**src/design/frame_bitmap_allocator_top_assert.svh**
```systemverilog
// assertion macros used by the frame bitmap allocator datapath
`ifndef FRAME_BITMAP_ALLOCATOR_TOP_ASSERT_SVH
`define FRAME_BITMAP_ALLOCATOR_TOP_ASSERT_SVH

// same-cycle implication, checked outside reset
`define FBA_ASSERT_NOW(lbl, ante, cons, msg) \
  lbl: assert property (@(posedge clk_i) disable iff (!rst_ni) (ante) |-> (cons)) \
    else $error(msg);

// next-cycle implication, checked outside reset
`define FBA_ASSERT_NEXT(lbl, ante, cons, msg) \
  lbl: assert property (@(posedge clk_i) disable iff (!rst_ni) (ante) |=> (cons)) \
    else $error(msg);

`endif

```
**src/design/fba_pkg.sv**
```systemverilog
// shared types and constants of the frame bitmap allocator
package fba_pkg;

  localparam int FRAME_W  = 12;
  localparam int LIMIT_W  = 13;
  localparam int STATUS_W = 3;

  // frames reachable through the frame number field
  localparam int FRAME_SPACE = 4096;

  localparam logic [LIMIT_W-1:0] LIMIT_RESET = 13'd4096;

  // request codes
  localparam logic OP_ALLOC = 1'b0;
  localparam logic OP_FREE  = 1'b1;

  // result status codes
  localparam logic [STATUS_W-1:0] ST_ALLOCATED    = 3'd0;
  localparam logic [STATUS_W-1:0] ST_HAD_FRAME    = 3'd1;
  localparam logic [STATUS_W-1:0] ST_NO_FREE      = 3'd2;
  localparam logic [STATUS_W-1:0] ST_FREED        = 3'd3;
  localparam logic [STATUS_W-1:0] ST_NONE_TO_FREE = 3'd4;

  // controller to datapath commands
  typedef struct packed {
    logic                clear;
    logic                load;
    logic                scan_start;
    logic                scan_run;
    logic                set_bit;
    logic                free_div;
    logic                free_rd;
    logic                free_wr;
    logic                res_set;
    logic [STATUS_W-1:0] res_status;
    logic                push;
  } fba_cmd_t;

  // datapath to controller status
  typedef struct packed {
    logic clr_done;
    logic op_free;
    logic cur_zero;
    logic found;
    logic exhausted;
    logic out_free;
  } fba_stat_t;

endpackage

```
**src/design/fba_ctrl.sv**
```systemverilog
// request sequencer of the frame bitmap allocator
module fba_ctrl (
  input  logic              clk_i,
  input  logic              rst_ni,
  input  logic              in_valid_i,
  output logic              in_ready_o,
  input  fba_pkg::fba_stat_t stat_i,
  output fba_pkg::fba_cmd_t  cmd_o
);

  localparam logic [2:0] S_CLEAR    = 3'd0;
  localparam logic [2:0] S_IDLE     = 3'd1;
  localparam logic [2:0] S_DISPATCH = 3'd2;
  localparam logic [2:0] S_SCAN     = 3'd3;
  localparam logic [2:0] S_FREE_DIV = 3'd4;
  localparam logic [2:0] S_FREE_RD  = 3'd5;
  localparam logic [2:0] S_FREE_WR  = 3'd6;
  localparam logic [2:0] S_RESP     = 3'd7;

  logic [2:0] state_q, state_d;

  assign in_ready_o = (state_q == S_IDLE);

  // next state and command decode
  always_comb begin
    state_d = state_q;
    cmd_o   = '0;
    unique case (state_q)
      S_CLEAR: begin
        cmd_o.clear = 1'b1;
        if (stat_i.clr_done) begin
          state_d = S_IDLE;
        end
      end
      S_IDLE: begin
        if (in_valid_i) begin
          cmd_o.load = 1'b1;
          state_d    = S_DISPATCH;
        end
      end
      S_DISPATCH: begin
        priority if (!stat_i.op_free && !stat_i.cur_zero) begin
          cmd_o.res_set    = 1'b1;
          cmd_o.res_status = fba_pkg::ST_HAD_FRAME;
          state_d          = S_RESP;
        end else if (stat_i.op_free && stat_i.cur_zero) begin
          cmd_o.res_set    = 1'b1;
          cmd_o.res_status = fba_pkg::ST_NONE_TO_FREE;
          state_d          = S_RESP;
        end else if (stat_i.op_free) begin
          state_d = S_FREE_DIV;
        end else begin
          cmd_o.scan_start = 1'b1;
          state_d          = S_SCAN;
        end
      end
      S_SCAN: begin
        cmd_o.scan_run = 1'b1;
        priority if (stat_i.found) begin
          cmd_o.set_bit    = 1'b1;
          cmd_o.res_set    = 1'b1;
          cmd_o.res_status = fba_pkg::ST_ALLOCATED;
          state_d          = S_RESP;
        end else if (stat_i.exhausted) begin
          cmd_o.res_set    = 1'b1;
          cmd_o.res_status = fba_pkg::ST_NO_FREE;
          state_d          = S_RESP;
        end else begin
          state_d = S_SCAN;
        end
      end
      S_FREE_DIV: begin
        cmd_o.free_div = 1'b1;
        state_d        = S_FREE_RD;
      end
      S_FREE_RD: begin
        cmd_o.free_rd = 1'b1;
        state_d       = S_FREE_WR;
      end
      S_FREE_WR: begin
        cmd_o.free_wr    = 1'b1;
        cmd_o.res_set    = 1'b1;
        cmd_o.res_status = fba_pkg::ST_FREED;
        state_d          = S_RESP;
      end
      S_RESP: begin
        if (stat_i.out_free) begin
          cmd_o.push = 1'b1;
          state_d    = S_IDLE;
        end
      end
      default: begin
        state_d = S_CLEAR;
      end
    endcase
  end

  // state register, clearing pass first after reset
  always_ff @(posedge clk_i or negedge rst_ni) begin
    if (!rst_ni) begin
      state_q <= S_CLEAR;
    end else begin
      state_q <= state_d;
    end
  end

endmodule

```
**config.mk**
```make
export PLATFORM = sky130hd
export DESIGN_NAME = fba_ctrl
export DESIGN_NICKNAME = d
export VERILOG_FILES = /design/src/design/frame_bitmap_allocator_top_assert.svh /design/src/design/fba_pkg.sv /design/src/design/fba_ctrl.sv
export SDC_FILE = /design/constraint.sdc
export NUM_CORES = 1
export LEC_CHECK = 0
export BUFFER_PORTS_ARGS = -buffer_cell sky130_fd_sc_hd__buf_2
export CAP_MARGIN = 20
export CORE_AREA = 10 10 47 49
export DETAILED_ROUTE_END_ITERATION = 8
export DIE_AREA = 0 0 57 59
export HOLD_SLACK_MARGIN = 0.06
export MAX_ROUTING_LAYER = met4
export PLACE_DENSITY = 0.62
export SYNTH_ARGS = -nofsm -noshare
export SYNTH_HDL_FRONTEND = slang
export SYNTH_SLANG_ARGS = --single-unit
```
**constraint.sdc**
```tcl
create_clock -name clk_i -period 2.2 [get_ports clk_i]
set_clock_uncertainty 0.15 [all_clocks]
set_input_delay 0.33 -clock clk_i [delete_from_list [all_inputs] [get_ports clk_i]]
set_output_delay 0.33 -clock clk_i [all_outputs]
set_load 0.005 [all_outputs]
```
==> results.cfg <==
[outcome]
run_status = finished, final reports clean

[die]
die_w_um = 57
core-area_um2 = 1400
die_h_um = 59
die_area_um2 = 3360
initial_utilization_pct = 26.4
rows = 14
ios = 23

[synthesis]
ys_async_sr_fraction_pct = 100
ys_seq_elements = 3
yosysTopAreaCellShare_pct = 20.3
yosys-top-cells-area = dfrtp_1 (20%), ha_1 (17%), nor2_1 (8.1%), and3_1 (5.1%), inv_1 (5.1%)
yosysMostFrequentCell = nor2_1
synthTopCellsByCount = nor2_1 (8), ha_1 (5), inv_1 (5)
netlist_area_um2 = 370
yosysWarnings = 0
ys_seq_area_share_pct = 20.3
synth.avg_cell_area_um2 = 7.88
yosys.area.top_type = dfrtp_1
ys_types = 25
synthFlopType = dfrtp_1
synth_edf_count = 0
syn_nets = 61
syn_inst = 47

[finish]
area_growth_pct = 42.2
largest-register = state_q
top_regs = state_q x3
final_layout_size_suffix_gt1_share_pct = 41.7
largest_reg_flops = 3
fin_area_um2 = 527
diodes = 0
postLayoutCoreUtil_pct = 37.6
fin_nets = 87

[timing]
finalSetupViolCount = 0
relSlewSlack_pct = 74.7
rsz0062_at_grt = false
finalCritPeriodShare_pct = 89.3
hold_viol = 0
slew_violations = 0
fmax_mhz = 509
finalSetupTns_ns = 0
period_minus_slack_ns = 1.96
tightestPinTransition_ns = 0.380

[route]
dr.pass1.iters = 4
vias = 403
drc_errors = 0
wl_per_cell_um = 12.0
totalWireLength_um = 1060
drt-initial-drc-count = 14
viasPerCell = 4.58
ant_nets = 0

[setup_path]
crit_fanout = 12
arrival_ns = 1.48
worst_ep_required_time_ns = 1.72
cp-end-kind = output pin
critPathLaunchType = flip-flop
path_class = flip-flop to output pin
rrSetupSlack_ns = 0.94

[global_routing]
grt_antenna_before_repair = 0
grt_use_met2_pct = 10.7
grt_pass1_vias = 435
track_usage_pct = 6.79
globalRouteMet1Util_pct = 7.11
met3_usage_pct = 1.29
grt_overflow = 0
grt_busiest_layer = met2
grt_max_degree = 17
grt_pass1_wl_um = 1750

[clock_network]
cts_tree = done
post_cts_buffers = 0
cts-buffers-inserted = 3
worstSkewPairLatency_ns = 0.24
cts.path.max_buffers = 2
htree_levels = 1
cts_sinks = 3
post_cts_resized = 0
ctsHoldBuffers = 1
root_buffer = clkbuf_4
path_clk_slew_ns = 0.04

[placed_design]
place.gp.congestion = 0.725
dpl_cell_area_um2 = 490
io_buffers = 22
place_hpwl_um = 868

[pwr]
static-leakage-power_nw = 0.303
vdd_drop_max_v = 0.000425
power.density_nw_per_um2 = 1070

[job]
max_cap_violations = 0

[worst_hold_path]
min_path_type = input pin to flip-flop
## metal layers
metal | vias to the layer above | wire, um
met1 | 175 | 479
met4 | 0 | 24
li1 | 211 | -
met5 | - | 0
met3 | 2 | 17
met2 | 15 | 535
## cell families (layout without fill, tap and decap cells)
family	count (synthesis)	in the layout	share of synthesized area, %
and+or+nand+nor	21	21	34.5
DFF	3	3	20.3
AOI/OAI and AO/OA	10	10	19.6
buffers and inverters	8	33	8.78
adders and majority gates	5	5	16.9
## metrics by stage
stage                     setup WS, ns  hold WS, ns  total power, mW  cells
after global routing            0.0866        0.272            0.625     88
after detailed placement         0.482      -0.0227            0.468     83
after global placement           0.516      -0.0239            0.466     83
after floorplan                  0.778       -0.116            0.351     47
final                            0.235        0.247            0.564     88
after CTS                        0.223        0.240            0.575     88
## cell usage in the layout, fill, tap and decap left out, types with 2 or more instances in the layout
cell type  instances
buf_2             22
nor2_1             8
inv_1              5
ha_1               5
and3_1             3
o21ai_0            3
clkbuf_4           3
dfrtp_1            3
nor3_1             2
## critical path, cell delays in order, from the launching register on
cell	delay, ns
dfrtp_1	0.56
nor2b_2	0.28
and2_4	0.17
a31o_1	0.13
buf_2	0.11
## cell type report
cell class	count	area, um^2
tap	16	20.0
fill	164	875
clock buffer	4	26.3
inverter	6	22.5
multi-input combinational	36	263
timing repair buffer	23	120
sequential	3	75.1
## final timing paths
| path | cells past startpoint | from | to |
|---|---|---|---|
| max | 4 | state_q[0]$_DFFE_PN0P_ | cmd_o[2] |
| min | 4 | in_valid_i | state_q[0]$_DFFE_PN0P_ |
| max reg2reg | 2 | state_q[1]$_DFFE_PN0P_ | state_q[2]$_DFFE_PN0P_ |
| min reg2reg | 3 | state_q[2]$_DFFE_PN0P_ | state_q[0]$_DFFE_PN0P_ |
| max in group asynchronous | 2 | rst_ni | state_q[0]$_DFFE_PN0P_ |
| min in group asynchronous | 2 | rst_ni | state_q[1]$_DFFE_PN0P_ |
## power by group
group	switching [mW]	total, mW	internal, mW
logic	0.142	0.304	0.161
registers	0.0775	0.159	0.0810
clock network	0.0331	0.101	0.0683
Note: power is estimated with default switching activity, not from simulation.
